--- src/rtl/fmti_pkg.sv ---
`timescale 1ns / 1ps
// fmti_pkg: widths, grid sizes, register indexes and corner offsets
// shared by the field map interpolator modules; depends on nothing
package fmti_pkg;

  localparam int GRID_X = 16;
  localparam int GRID_Y = 16;
  localparam int GRID_Z = 16;

  localparam int ADDR_W    = 12;
  localparam int MEM_DEPTH = 1 << ADDR_W;
  localparam int IDX_W     = 8;
  localparam int FRAC_W    = 16;
  localparam int COMP_W    = 32;
  localparam int NUM_COMP  = 6;
  localparam int NUM_CORN  = 8;
  localparam int WORD_W    = COMP_W * NUM_COMP;

  localparam int IN_FIELDS_W = ADDR_W + 9 * COMP_W;
  localparam int IN_TDATA_W  = ((IN_FIELDS_W + 7) / 8) * 8;
  localparam int OUT_TDATA_W = WORD_W;

  localparam int CFG_IDX_W = 3;

  localparam logic [CFG_IDX_W-1:0] REG_ORIGIN_X   = 3'd0;
  localparam logic [CFG_IDX_W-1:0] REG_ORIGIN_Y   = 3'd1;
  localparam logic [CFG_IDX_W-1:0] REG_ORIGIN_Z   = 3'd2;
  localparam logic [CFG_IDX_W-1:0] REG_INV_STEP_X = 3'd3;
  localparam logic [CFG_IDX_W-1:0] REG_INV_STEP_Y = 3'd4;
  localparam logic [CFG_IDX_W-1:0] REG_INV_STEP_Z = 3'd5;

  localparam logic [31:0] INV_STEP_RESET = 32'd65536;

  localparam logic [31:0] LIM_X = 32'(GRID_X - 1);
  localparam logic [31:0] LIM_Y = 32'(GRID_Y - 1);
  localparam logic [31:0] LIM_Z = 32'(GRID_Z - 1);

  typedef struct packed {
    logic              ok;
    logic [IDX_W-1:0]  idx;
    logic [FRAC_W-1:0] frac;
  } loc_t;

  // linear offset of corner k (k = dx + 2*dy + 4*dz), wrapped to the store
  function automatic logic [ADDR_W-1:0] corner_off(input int k);
    int o;
    o = (k % 2) + GRID_X * ((k / 2) % 2) + GRID_X * GRID_Y * (k / 4);
    return ADDR_W'(o % MEM_DEPTH);
  endfunction

endpackage

--- src/rtl/fmti_locate.sv ---
`timescale 1ns / 1ps
// fmti_locate: three-stage grid locator for one axis (offset, scale, index)
// depends on fmti_pkg
module fmti_locate (
  input  logic                clk,
  input  logic                en,
  input  logic signed [31:0]  pos,
  input  logic signed [31:0]  org,
  input  logic [31:0]         inv,
  input  logic [31:0]         lim,
  output fmti_pkg::loc_t      loc
);
  import fmti_pkg::*;

  logic signed [32:0] d;
  logic               neg1;
  logic [31:0]        mag1;
  logic               neg2;
  logic [63:0]        prod2;
  loc_t               loc_next;

  assign d = 33'(pos) - 33'(org);

  always_ff @(posedge clk) begin
    if (en) begin
      neg1  <= d[32];
      mag1  <= d[32] ? 32'(-d) : d[31:0];
      neg2  <= neg1;
      prod2 <= 64'(mag1) * 64'(inv);
      loc   <= loc_next;
    end
  end

  always_comb begin
    loc_next.ok   = 1'b0;
    loc_next.idx  = '0;
    loc_next.frac = '0;
    if (neg2) begin
      // below the origin only an exact zero product stays inside
      loc_next.ok = (prod2 == '0);
    end else begin
      loc_next.ok   = (prod2[63:32] < lim);
      loc_next.idx  = prod2[32 +: IDX_W];
      loc_next.frac = prod2[31:16];
    end
  end

endmodule

--- config.mk ---
export PLATFORM = sky130hd
export DESIGN_NAME = fmti_locate
export DESIGN_NICKNAME = d
export VERILOG_FILES = /design/src/rtl/fmti_pkg.sv /design/src/rtl/fmti_locate.sv
export SDC_FILE = /design/constraint.sdc
export NUM_CORES = 2
export LEC_CHECK = 0
export BUFFER_PORTS_ARGS = -buffer_cell sky130_fd_sc_hd__buf_2
export CORE_ASPECT_RATIO = 1.1
export CORE_UTILIZATION = 64
export DETAILED_ROUTE_END_ITERATION = 8
export PLACE_DENSITY = 0.82
export SLEW_MARGIN = 30
export SYNTH_ARGS = -nofsm -noshare
export SYNTH_HDL_FRONTEND = slang
export SYNTH_SLANG_ARGS = --single-unit
--- constraint.sdc ---
create_clock -name clk -period 9.75 [get_ports clk]
set_input_delay 0.4875 -clock clk [delete_from_list [all_inputs] [get_ports clk]]
set_output_delay 0.4875 -clock clk [all_outputs]
set_load 0.1 [all_outputs]
# --- Word level (Yosys, flattened, before mapping) ---
# Cells that the tools add are included.
totals:
  ff_bits: 123
  input_bits: 130
  output_inout_bits: 25
  word_cells: 14
classes:
  n_addsub: 2
  n_mul: 1
  magnitude_cmp: 1
  muxes: 2
  n_reduce_logical: 1
op_table:
  columns: ["cell", "n"]
  rows:
  - ["64-bit zero test", 1]
  - ["32-bit by 32-bit multiplier with 64-bit output", 1]
  - ["32-bit by 32-bit subtractor with 33-bit output", 1]
  - ["32-bit < comparator", 1]
  - ["32-bit 2-to-1 mux", 1]
  - ["32-bit negator", 1]
  - ["1-bit 2-to-1 mux", 1]

# --- Logic depth before layout (Yosys ltp) ---
depth:
  word_depth: 3
  mapped_depth: 30
  ltp_nobuf: 28

# --- Worst setup path after synthesis ---
# No wires, ideal clock.
synth_timing:
  path_type: "input to register"
  startpoint: "in inv[9]"
  endpoint: "reg prod2[57] (data pin)"
  arrival_time_ns: 7.497
  required_time_ns: 9.487
  setup_slack_ns: 1.990
  path_stages: 25
  path_cell_list: "clkbuf_1 and2_1 fa_1 fa_1 inv_1 fa_1 fa_1 inv_1 fa_1 fa_1 fa_1 fa_1 ha_1 clkbuf_1 a2111oi_0 o21a_1 o41ai_1 or3_1 o21ai_2 o211a_1 o21ai_1 or4_1 a31o_1 a21oi_1 xnor2_1"
synth_between:
  elab_chain_len: 1
synth_lines:
  columns: ["item", "line_no", "source"]
  rows:
  - ["start, declared", "fmti_locate.sv:9", "input logic [31:0] inv,"]
  - ["32-bit by 32-bit multiplier with 64-bit output", "fmti_locate.sv:29", "prod2 <= 64'(mag1) * 64'(inv);"]
  - ["end signal, assigned", "fmti_locate.sv:29", null]
  - ["end, declared", "fmti_locate.sv:19", "logic [63:0] prod2;"]
# No other way between the ends.
# A chain may end at the register's enable or synchronous reset.

# --- Worst setup path in the final report ---
layout_timing:
  startpoint: "reg mag1[23]"
  endpoint: "reg prod2[58] (data pin)"
layout_between:
  elab_chain_len: 1
layout_lines:
  columns: ["item", "line_no", "source"]
  rows:
  - ["start, declared", "fmti_locate.sv:17", "logic [31:0] mag1;"]
  - ["start signal, assigned", "fmti_locate.sv:27", "mag1 <= d[32] ? 32'(-d) : d[31:0];"]
  - ["32-bit by 32-bit multiplier with 64-bit output", "fmti_locate.sv:29", null]
# No other way between the ends.

==> results by group <==
Worst setup path
  • FF-to-FF Start: mag1[23]
  • Startpoint types: register
  • Reg2Reg Setup Slack: between 0.9 and 1 ns
  • CP max FO: 19
  • Crit path DAT: 9.02 ns
  • Reg2reg path depth: 25
  • Setup CP Type: register to register
  • CP endpoint kind: register
  • Critical path buffers and inverters: 4
  • Crit-path slowest cell: edfxtp_1
  • CP most frequent cell: fa_1
  • R2r endpoint: prod2[58]
  • Crit path max-delay family: adder cells
  • Critical Path RT: between 9 and 10 ns
  • CP max stage delay: around 0.84 ns

Die
  • # IOs: 155
  • Initial Util: 0.6507
  • Row count: 96
  • Core ar.: 62700 sq um
  • Die Area: between 60000 and 70000 sq um
  • Chip width: ~240 um
  • Die height: approximately 270 um

Synth
  • Post-Syn Area: approximately 41000 sq um
  • Yosys reg bits: 123
  • Mean Syn Cell Area: 9.294 sq um
  • Ys flop type: edfxtp_1
  • Count leader, synth: inv_1
  • EDFF count, synth: 123
  • Top post-synthesis cells by area: fa_1, ha_1, and2_1, edfxtp_1, inv_1
  • Post-Synthesis Cells: 4390
  • Synthesized net count: between 5k and 6k
  • Asr flop ratio synth: 0
  • Top cells by instance count after synthesis: inv_1, fa_1, and2_1, nand2_1, ha_1
  • Register area share after synthesis: 0.09053
  • Unique masters post-synth: between 70 and 80
  • Yosys warns: 0
  • Cell taking the most area after synthesis: fa_1
  • Yosys top cell area share: 0.4401

STA
  • Setup TNS: 0 ns
  • Final worst path period need: 8.800 ns
  • Slew at the pin closest to its max-slew limit: about 0.95 ns
  • Final hold vios: 0
  • Max Fclk: approximately 110 MHz
  • Final WS setup: around 0.95 ns
  • Number of max-slew violations in the final report: 0
  • Final setup skew: 0.02116 ns
  • RSZ-0062 raised after global routing: false
  • Count of final setup violators: 0
  • Slew Limit Headroom: 0.3652
  • Final worst-path cycle share: 0.9026

Clocking
  • Post_cts resized: 0
  • CTS root buf: clkbuf_16
  • CTS buffer count: 17
  • Worst-Skew Late Latency: between 0.4 and 0.5 ns
  • CTS tree: yes
  • Total number of clock tree sinks: around 120
  • H-tree depth: 4
  • Setup Fix Bufs, Post-CTS: 0
  • Hold_buf cts: 0
  • Clk slew on worst S/H paths: approximately 0.06 ns
  • Max clock buf depth: 2

Global routing
  • GRT Total Usage: 0.3408
  • First-pass GRT wire length: ~170000 um
  • Largest net degree at the start of global routing: 63
  • Gr ovfl total: 0
  • Antenna violations before repair: 1
  • Vias in the first global route: approximately 33k

Place
  • Setup WS pre-CTS: approximately 1.1 ns
  • HPWL Detailed: ~85000 um
  • Placed inst area: around 42000 sq um
  • Input/output buffers: ~150
  • GP Congestion: approximately 0.95

Worst hold path
  • Hold Crit Start: org[0]
  • Worst Hold Depth: 3
  • Tightest Hold Check Type: primary input to register
  • Hold worst-path end: mag1[0]

Detailed routing
  • Vias per Instance: approximately 5.9
  • Drt pass-1 iters: 6
  • Initial detailed-routing violation count: between 2k and 2.5k
  • WL final: roughly 100000 um
  • Final ANT Viol Nets: 0
  • Detailed-route via count: approximately 30k
  • Routed length per instance: approximately 20 um
  • Post-route DRC: 0

Layout
  • Share of cells above drive strength 1: 0.05662
  • Filler cell count: 4827
  • Layout net count: 5721
  • P&R area growth vs syn: 4.529%
  • Post-Layout Inst Area: 42650 sq um

Run
  • Maxcap violations: 0

Outcome
  • Status: finished clean
==> layout make-up <==
class / instances / area (sq um) / share of cell area
multi-input cells: 3084 / 32650 / 0.7654
repair buffers: 196 / 1115 / 0.02614
diodes: 2 / 5.005 / 0.0001174
flip-flops and latches: 123 / 3694 / 0.08660
well taps: 833 / 1042 / 0.02444
clock buffers: 17 / 425.4 / 0.009975
inverters: 945 / 3547 / 0.08317
clock inverters: 15 / 175.2 / 0.004107
==> per-layer routing <==
metal,up-vias,GRT usage,routed length (um)
met2,1448,0.5924,53370
met4,0,0.2434,8591
met1,15500,0.3868,35730
met3,478,0.04887,6936
li1,13180,-,-
met5,-,0,0
==> through the flow <==
stage | hold slack, ns | std cells | utilization
CTS | 0.4502 | 5211 | 0.6797
floorplan | 0.4003 | 4390 | -
global placement | 0.5607 | 5176 | 0.6695
finish | 0.4731 | 5215 | 0.6802
detailed placement | 0.5748 | 5179 | 0.6701
global route | 0.4758 | 5214 | 0.6802
==> flip-flops by register name, summed over array words and instances (netlist names) <==
name,cells
prod2,64
mag1,32
loc,25
neg1,1
neg2,1
==> cells by family after synthesis <==
| family | after synthesis | share of synthesized area |
|---|---|---|
| buffers and inverters | 1183 | 0.1094 |
| AOI/OAI and AO/OA | 358 | 0.05716 |
| DFF | 123 | 0.09053 |
| adders and majority gates | 1224 | 0.5404 |
| and+or+nand+nor | 1389 | 0.1782 |
| xor gates and xnor gates | 111 | 0.02383 |
| muxes | 2 | 0.0004907 |
==> how the worst max path moves through the flow <==
stage          cells after the start  slack, ns        end      from
2_1_floorplan                     25       1.99  prod2[57]    inv[9]
3_3_place_gp                      25       1.11  prod2[56]  mag1[12]
3_5_place_dp                      23       1.09  prod2[56]  mag1[15]
4_1_cts                           23       1.06  prod2[56]  mag1[15]
5_1_grt                           25       0.43  prod2[58]  mag1[23]
6_report                          25       0.95  prod2[58]  mag1[23]
==> worst register-to-register path: stages, from the launching register on <==
cell and delay [ns]:
edfxtp_1 0.84, buf_4 0.42, nand2_1 0.12, fa_1 0.53
fa_1 0.47, fa_1 0.52, fa_1 0.53, inv_1 0.07
fa_1 0.60, fa_1 0.48, fa_1 0.51, inv_1 0.05
fa_1 0.50, inv_1 0.05, ha_1 0.36, nand2_1 0.14
o21ai_0 0.13, a2111oi_0 0.65, nand2_1 0.16, nand3_1 0.13
a31oi_1 0.07, o31ai_1 0.38, a21oi_1 0.19, a21boi_0 0.32
o21ai_0 0.16, xor2_1 0.17
==> placed cells by master, fill, tap and decap left out, types with 12 or more instances in the layout <==
cell type / n
o21ai_0: 64
o21a_1: 12
nand4_1: 30
o31ai_1: 12
buf_4: 38
nand2_1: 495
nor2b_1: 41
edfxtp_1: 123
fa_1: 897
buf_2: 153
nor4_1: 20
and2_1: 609
and3_1: 15
inv_1: 945
xor2_1: 38
clkbuf_16: 17
nor2_1: 72
a21oi_1: 110
xnor2_1: 73
nor3_1: 24
a31oi_1: 12
o21bai_1: 14
nand3_1: 33
ha_1: 327
a21o_1: 53
Power is left out: the tool's default activity adds up to more than one toggle a clock period on the data nets, which glitch-free logic cannot reach.
