`src/rtl/fmti_pkg.sv`:
```
`timescale 1ns / 1ps
// fmti_pkg: widths, grid sizes, register indexes and corner offsets
// shared by the field map interpolator modules; depends on nothing
package fmti_pkg;

  localparam int GRID_X = 16;
  localparam int GRID_Y = 16;
  localparam int GRID_Z = 16;

  localparam int ADDR_W    = 12;
  localparam int MEM_DEPTH = 1 << ADDR_W;
  localparam int IDX_W     = 8;
  localparam int FRAC_W    = 16;
  localparam int COMP_W    = 32;
  localparam int NUM_COMP  = 6;
  localparam int NUM_CORN  = 8;
  localparam int WORD_W    = COMP_W * NUM_COMP;

  localparam int IN_FIELDS_W = ADDR_W + 9 * COMP_W;
  localparam int IN_TDATA_W  = ((IN_FIELDS_W + 7) / 8) * 8;
  localparam int OUT_TDATA_W = WORD_W;

  localparam int CFG_IDX_W = 3;

  localparam logic [CFG_IDX_W-1:0] REG_ORIGIN_X   = 3'd0;
  localparam logic [CFG_IDX_W-1:0] REG_ORIGIN_Y   = 3'd1;
  localparam logic [CFG_IDX_W-1:0] REG_ORIGIN_Z   = 3'd2;
  localparam logic [CFG_IDX_W-1:0] REG_INV_STEP_X = 3'd3;
  localparam logic [CFG_IDX_W-1:0] REG_INV_STEP_Y = 3'd4;
  localparam logic [CFG_IDX_W-1:0] REG_INV_STEP_Z = 3'd5;

  localparam logic [31:0] INV_STEP_RESET = 32'd65536;

  localparam logic [31:0] LIM_X = 32'(GRID_X - 1);
  localparam logic [31:0] LIM_Y = 32'(GRID_Y - 1);
  localparam logic [31:0] LIM_Z = 32'(GRID_Z - 1);

  typedef struct packed {
    logic              ok;
    logic [IDX_W-1:0]  idx;
    logic [FRAC_W-1:0] frac;
  } loc_t;

  // linear offset of corner k (k = dx + 2*dy + 4*dz), wrapped to the store
  function automatic logic [ADDR_W-1:0] corner_off(input int k);
    int o;
    o = (k % 2) + GRID_X * ((k / 2) % 2) + GRID_X * GRID_Y * (k / 4);
    return ADDR_W'(o % MEM_DEPTH);
  endfunction

endpackage

```
`src/rtl/fmti_lerp.sv`:
```
`timescale 1ns / 1ps
// fmti_lerp: registered linear blend a + (b - a) * f, rounded to nearest
// depends on fmti_pkg
module fmti_lerp (
  input  logic                        clk,
  input  logic                        en,
  input  logic [31:0]                 a,
  input  logic [31:0]                 b,
  input  logic [fmti_pkg::FRAC_W-1:0] f,
  output logic [31:0]                 y
);
  import fmti_pkg::*;

  logic [32:0] diff;
  logic [49:0] prod;
  logic [49:0] sum;

  // all arithmetic modulo 2^50, which keeps two's complement exact
  assign diff = {b[31], b} - {a[31], a};
  assign prod = {{17{diff[32]}}, diff} * {34'd0, f};
  assign sum  = {{2{a[31]}}, a, 16'd0} + prod + 50'd32768;

  always_ff @(posedge clk) begin
    if (en) begin
      y <= sum[47:16];
    end
  end

endmodule

```
`config.mk`:
```
export PLATFORM = sky130hd
export DESIGN_NAME = fmti_lerp
export DESIGN_NICKNAME = d
export VERILOG_FILES = /design/src/rtl/fmti_pkg.sv /design/src/rtl/fmti_lerp.sv
export SDC_FILE = /design/constraint.sdc
export NUM_CORES = 1
export LEC_CHECK = 0
export CAP_MARGIN = 20
export CORE_ASPECT_RATIO = 0.7
export CORE_UTILIZATION = 55
export CTS_CLUSTER_DIAMETER = 120
export DETAILED_ROUTE_END_ITERATION = 10
export DONT_BUFFER_PORTS = 1
export HOLD_SLACK_MARGIN = 0.15
export MAX_ROUTING_LAYER = met4
export PLACE_DENSITY = 0.73
export SLEW_MARGIN = 20
export SYNTH_ARGS = -nofsm -noshare
export SYNTH_HDL_FRONTEND = slang
export SYNTH_SLANG_ARGS = --single-unit
```
`constraint.sdc`:
```
create_clock -name clk -period 8.3 [get_ports clk]
set_input_delay 0.415 -clock clk [delete_from_list [all_inputs] [get_ports clk]]
set_output_delay 0.415 -clock clk [all_outputs]
set_load 0.02 [all_outputs]
```
==> Word level (Yosys, flattened, before mapping) <==
Index checks and enable logic that the tools add are counted.
{ "word_totals": {"elab_cells": 5, "in_bits": 82, "ff_bits": 32, "output_inout_bits": 32} }
{ "op_classes": {"add_sub_neg": 3, "multipliers": 1} }
{ "op_table": {"columns": ["cell", "n"], "rows": [
  ["adder 48 x 16 -> 48 bit, second input constant", 1],
  ["adder 48 bit", 1],
  ["multiplier 33 x 17 -> 48 bit", 1],
  ["subtractor 32 x 32 -> 33 bit", 1]
]} }

==> Logic depth before layout (Yosys ltp) <==
{ "logic_depth": {"depth_word": 4, "mapped_depth": 36, "mapped_depth_nobuf": 35} }

==> Worst setup path after synthesis <==
OpenSTA, ideal clock, no wires.
{ "synth_timing": {"path_kind": "input port to flip-flop", "from": "input port b[0]", "to": "register y[26] (data pin)", "setup_time_ns": 0.265, "required_time_ns": 8.035, "setup_slack_ns": 0.237, "n_path_buf": 1, "arrival_ns": 7.798, "stages": 33, "path_cell_list": "inv_1 -> ha_1 -> inv_1 -> fa_1 -> a21oi_1 -> o2111ai_1 -> nand2_1 -> nor4_2 -> nor2_2 -> o211ai_1 -> and4_1 -> or4_4 -> buf_2 -> and2_1 -> fa_1 -> inv_1 -> fa_1 -> inv_1 -> fa_1 -> inv_1 -> fa_1 -> fa_1 -> fa_1 -> inv_1 -> ha_1 -> nand2_1 -> o21ai_0 -> a211o_1 -> a211oi_2 -> o31ai_4 -> a21oi_1 -> o21ai_0 -> xor2_1"} }
{ "synth_between": {"elab_chain_len": 4} }
{ "synth_lines": {"columns": ["item", "line", "text"], "rows": [
  ["start: declaration", "fmti_lerp.sv:8", "input logic [31:0] b,"],
  ["subtractor 32 x 32 -> 33 bit", "fmti_lerp.sv:19", "assign diff = {b[31], b} - {a[31], a};"],
  ["multiplier 33 x 17 -> 48 bit", "fmti_lerp.sv:20", "assign prod = {{17{diff[32]}}, diff} * {34'd0, f};"],
  ["adder 48 bit", "fmti_lerp.sv:21", "assign sum = {{2{a[31]}}, a, 16'd0} + prod + 50'd32768;"],
  ["adder 48 x 16 -> 48 bit", "fmti_lerp.sv:21", null],
  ["via sum[42]", "fmti_lerp.sv:16", "logic [49:0] sum;"],
  ["end signal: assignment", "fmti_lerp.sv:25", "y <= sum[47:16];"],
  ["end: declaration", "fmti_lerp.sv:10", "output logic [31:0] y"]
]} }
The timed path passes the listed nets, and every way through them passes these cells.
A chain may end at the register's enable or synchronous reset.

==> Worst setup path in the final report <==
{ "layout_timing": {"from": "input port a[19]", "to": "register y[29] (data pin)"} }
{ "layout_between": {"elab_chain_len": 4} }
{ "layout_lines": {"columns": ["item", "line", "text"], "rows": [
  ["start: declaration", "fmti_lerp.sv:7", "input logic [31:0] a,"],
  ["subtractor 32 x 32 -> 33 bit", "fmti_lerp.sv:19", null],
  ["multiplier 33 x 17 -> 48 bit", "fmti_lerp.sv:20", null],
  ["adder 48 bit *", "fmti_lerp.sv:21", null],
  ["adder 48 x 16 -> 48 bit *", "fmti_lerp.sv:21", null],
  ["via sum[45]", "fmti_lerp.sv:16", null]
]} }
Mark *: on every way through the listed nets, which the timed path passes. The rest lies on a longest branch.

==> flow_summary.ini <==
[layout]
area_growth_pct = 8.403
max_reg_flops = 32
nFillCells = 3232
fin_area_mm2 = 0.02389
layout.core_utilization = 0.6131
insertedDiodeCount = 0
biggestRegsByFlops = y x32
regMostFlops = y
num-nets-final = 3280
drive_above_1_share = 0.08516

[run_status]
status = finished, final reports clean

[logic_synthesis]
synthMostInstantiatedCell = sky130_fd_sc_hd__inv_1
yosys_warnings = 0
synthDistinctLibCells = 63
syn_area_per_cell_um2 = 8.999
synth.ff_latch_count = 32
syn-cell-area_mm2 = 0.02204
synthCells = 2449
cell_types_with_the_largest_area_share_after_synthesis = sky130_fd_sc_hd__fa_1 (48%), sky130_fd_sc_hd__inv_1 (11%), sky130_fd_sc_hd__ha_1 (9.0%), sky130_fd_sc_hd__and2_1 (7.9%), sky130_fd_sc_hd__edfxtp_1 (4.4%)
netlist.top_cell.by_area = sky130_fd_sc_hd__fa_1
share_of_yosys_cell_area_claimed_by_the_top_area_cell_type = 0.4796
synth_flop_cell = sky130_fd_sc_hd__edfxtp_1
synthesis.nets = 3217
synth.top_cells.by_count = sky130_fd_sc_hd__inv_1 (663), sky130_fd_sc_hd__fa_1 (528), sky130_fd_sc_hd__and2_1 (278)
synthArstFlopShare = 0
ys_seq_area_frac = 0.04360
synth_enable_flop_cells = 32

[grt]
grt_max_degree = 36
grt_first_pass_wirelength_mm = 95.61
grt.overflow.total = 0
antenna_found_initial = 2
first_global_vias = 17470
globalRouteTotalUtil = 0.3186

[timing]
fin_crit_sh = 0.9622
maxClockFrequency_mhz = 125.2
worst_hold_slack_ns = 0.2426
final-max-slew-violation-count = 0
hold_viol = 0
setup_violations = 0
worst_slew_margin_rel = 0.4106
final_critical_path_setup_slack_ns = 0.3140
final.min_clock_period_ns = 7.986
max_slew.worst_pin.slew_ns = 0.8778

[worst_setup_path]
arrival_ns = 8.14
critical_path.max_stage_delay_ns = 0.54
timing.critical_path.from_type = input pin
timing.critical_path.required_ns = 8.46
path_class = in2reg
worst-path-max-fanout = 5
critPathMostFrequentCell = sky130_fd_sc_hd__fa_1
critPathCaptureType = flop
cell_with_the_biggest_individual_delay_on_the_critical_path = sky130_fd_sc_hd__fa_1

[clocking]
tritoncts_buffer_count = 5
max-clock-path-buffers = 2
clock-sinks = 32
clock_root_buffer = sky130_fd_sc_hd__clkbuf_16
worst_setup_hold_path_clk_slew_ns = 0.06
htree_levels = 2
cts_tree = yes

[route]
drt_drc_violations_left = 0
drt-initial-drc-count = 1388
first_drt_pass_iteration_count = 6
routed_via_density = 5.431
vias = 16510
ant_nets = 0
wl_mm = 60.14
routed_wire_length_per_instance_um = 19.78

[die]
floorplan.core_area_mm2 = 0.03896
fp.dieH_um = 169.5
ios = 114
die_extent_in_x_um = 241.3
initial_core_utilization = 0.5656
core.rowCount = 60
die_area_mm2 = 0.04089

[job]
maxCapViolCount = 0

[placement]
portBuffers = 0
cell_area_after_placement_mm2 = 0.02350
detailed_place_hpwl_mm = 50.22
preCtsSetupSlack_ns = -0.4929
gpl.final_weighted_congestion = 0.9617

[worst_hold_path]
min-delay-path-class = in2reg
-- worst paths after layout --
path,depth (start not counted),from,endpoint
worst min-delay path,0,en,y[23]$_DFFE_PP_
worst max-delay path,31,a[19],y[29]$_DFFE_PP_
-- layout make-up --
cell class | instances | area [µm²] | area share
repair buffers | 158 | 1236 | 0.05175
flip-flops and latches | 32 | 960.9 | 0.04022
inverters | 663 | 2489 | 0.1042
clock buffers | 5 | 125.1 | 0.005238
well taps | 527 | 659.4 | 0.02760
multi-input cells | 1652 | 18400 | 0.7702
clock inverters | 3 | 18.77 | 0.0007856
-- layout by cell type, fill, tap and decap left out, types with 8 or more instances in the layout --
cell | netlist | final
sky130_fd_sc_hd__o21a_1 | 11 | 11
sky130_fd_sc_hd__and3_1 | 11 | 11
sky130_fd_sc_hd__and2_1 | 278 | 278
sky130_fd_sc_hd__o21ai_0 | 26 | 24
sky130_fd_sc_hd__xor2_1 | 27 | 27
sky130_fd_sc_hd__nand2b_1 | 26 | 26
sky130_fd_sc_hd__a211oi_1 | 10 | 8
sky130_fd_sc_hd__buf_4 | 1 | 154
sky130_fd_sc_hd__inv_1 | 663 | 662
sky130_fd_sc_hd__nor3_1 | 11 | 10
sky130_fd_sc_hd__a21oi_1 | 54 | 48
sky130_fd_sc_hd__xnor2_1 | 47 | 44
sky130_fd_sc_hd__mux2i_1 | 9 | 9
sky130_fd_sc_hd__o21bai_1 | 9 | 9
sky130_fd_sc_hd__edfxtp_1 | 32 | 32
sky130_fd_sc_hd__nor2_1 | 37 | 37
sky130_fd_sc_hd__nand3_1 | 30 | 30
sky130_fd_sc_hd__ha_1 | 158 | 154
sky130_fd_sc_hd__nor2b_1 | 16 | 16
sky130_fd_sc_hd__fa_1 | 528 | 524
sky130_fd_sc_hd__nand2_1 | 254 | 253
sky130_fd_sc_hd__a21o_1 | 20 | 20
sky130_fd_sc_hd__mux2_2 | 8 | 8
-- critical path, delay by kind of cell --
kind,cells,cell delay [ns]
buffers and inverters,7,0.63
and+or+nand+nor,9,1.84
AOI/OAI and AO/OA,7,1.44
adders and majority gates,8,3.80
-- per-stage QoR --
step | instances | TNS, ns
6_report | 3040 | 0
5_1_grt | 3040 | -0.05905
4_1_cts | 3035 | 0
3_5_place_dp | 3027 | -4.213
3_3_place_gp | 3027 | -1.700
2_1_floorplan | 2449 | 0
-- repair_timing --
item / 4_1_cts / 5_1_grt
endpoints found under the setup margin: 8 / 19
gates resized for setup: 6 / 31
setup buffers: 0 / 5
hold buffers: 0 / 0
pin swaps: 0 / 14
-- logic make-up (layout without fill, tap and decap cells) --
family / count (synthesis) / count (layout) / share of synthesized area
AO/OA/AOI/OAI: 180 / 180 / 0.05456
XOR/XNOR: 74 / 74 / 0.02941
adder cells (fa/ha/maj): 686 / 686 / 0.5694
buffers and inverters: 765 / 829 / 0.1308
flip-flops: 32 / 32 / 0.04360
multiplexers: 17 / 17 / 0.008176
AND/OR/NAND/NOR: 695 / 695 / 0.1641
-- layer usage --
| metal | up-vias | track usage | wire length [µm] |
|---|---|---|---|
| li1 | 7301 | - | - |
| met4 | 0 | 0.04678 | 895 |
| met3 | 82 | 0.1274 | 8887 |
| met2 | 824 | 0.4358 | 24120 |
| met1 | 8302 | 0.4522 | 26240 |
| met5 | - | - | 0 |
Power is not shown: default switching activity piles up to over one toggle a cycle in this logic, so the estimate is an artifact.
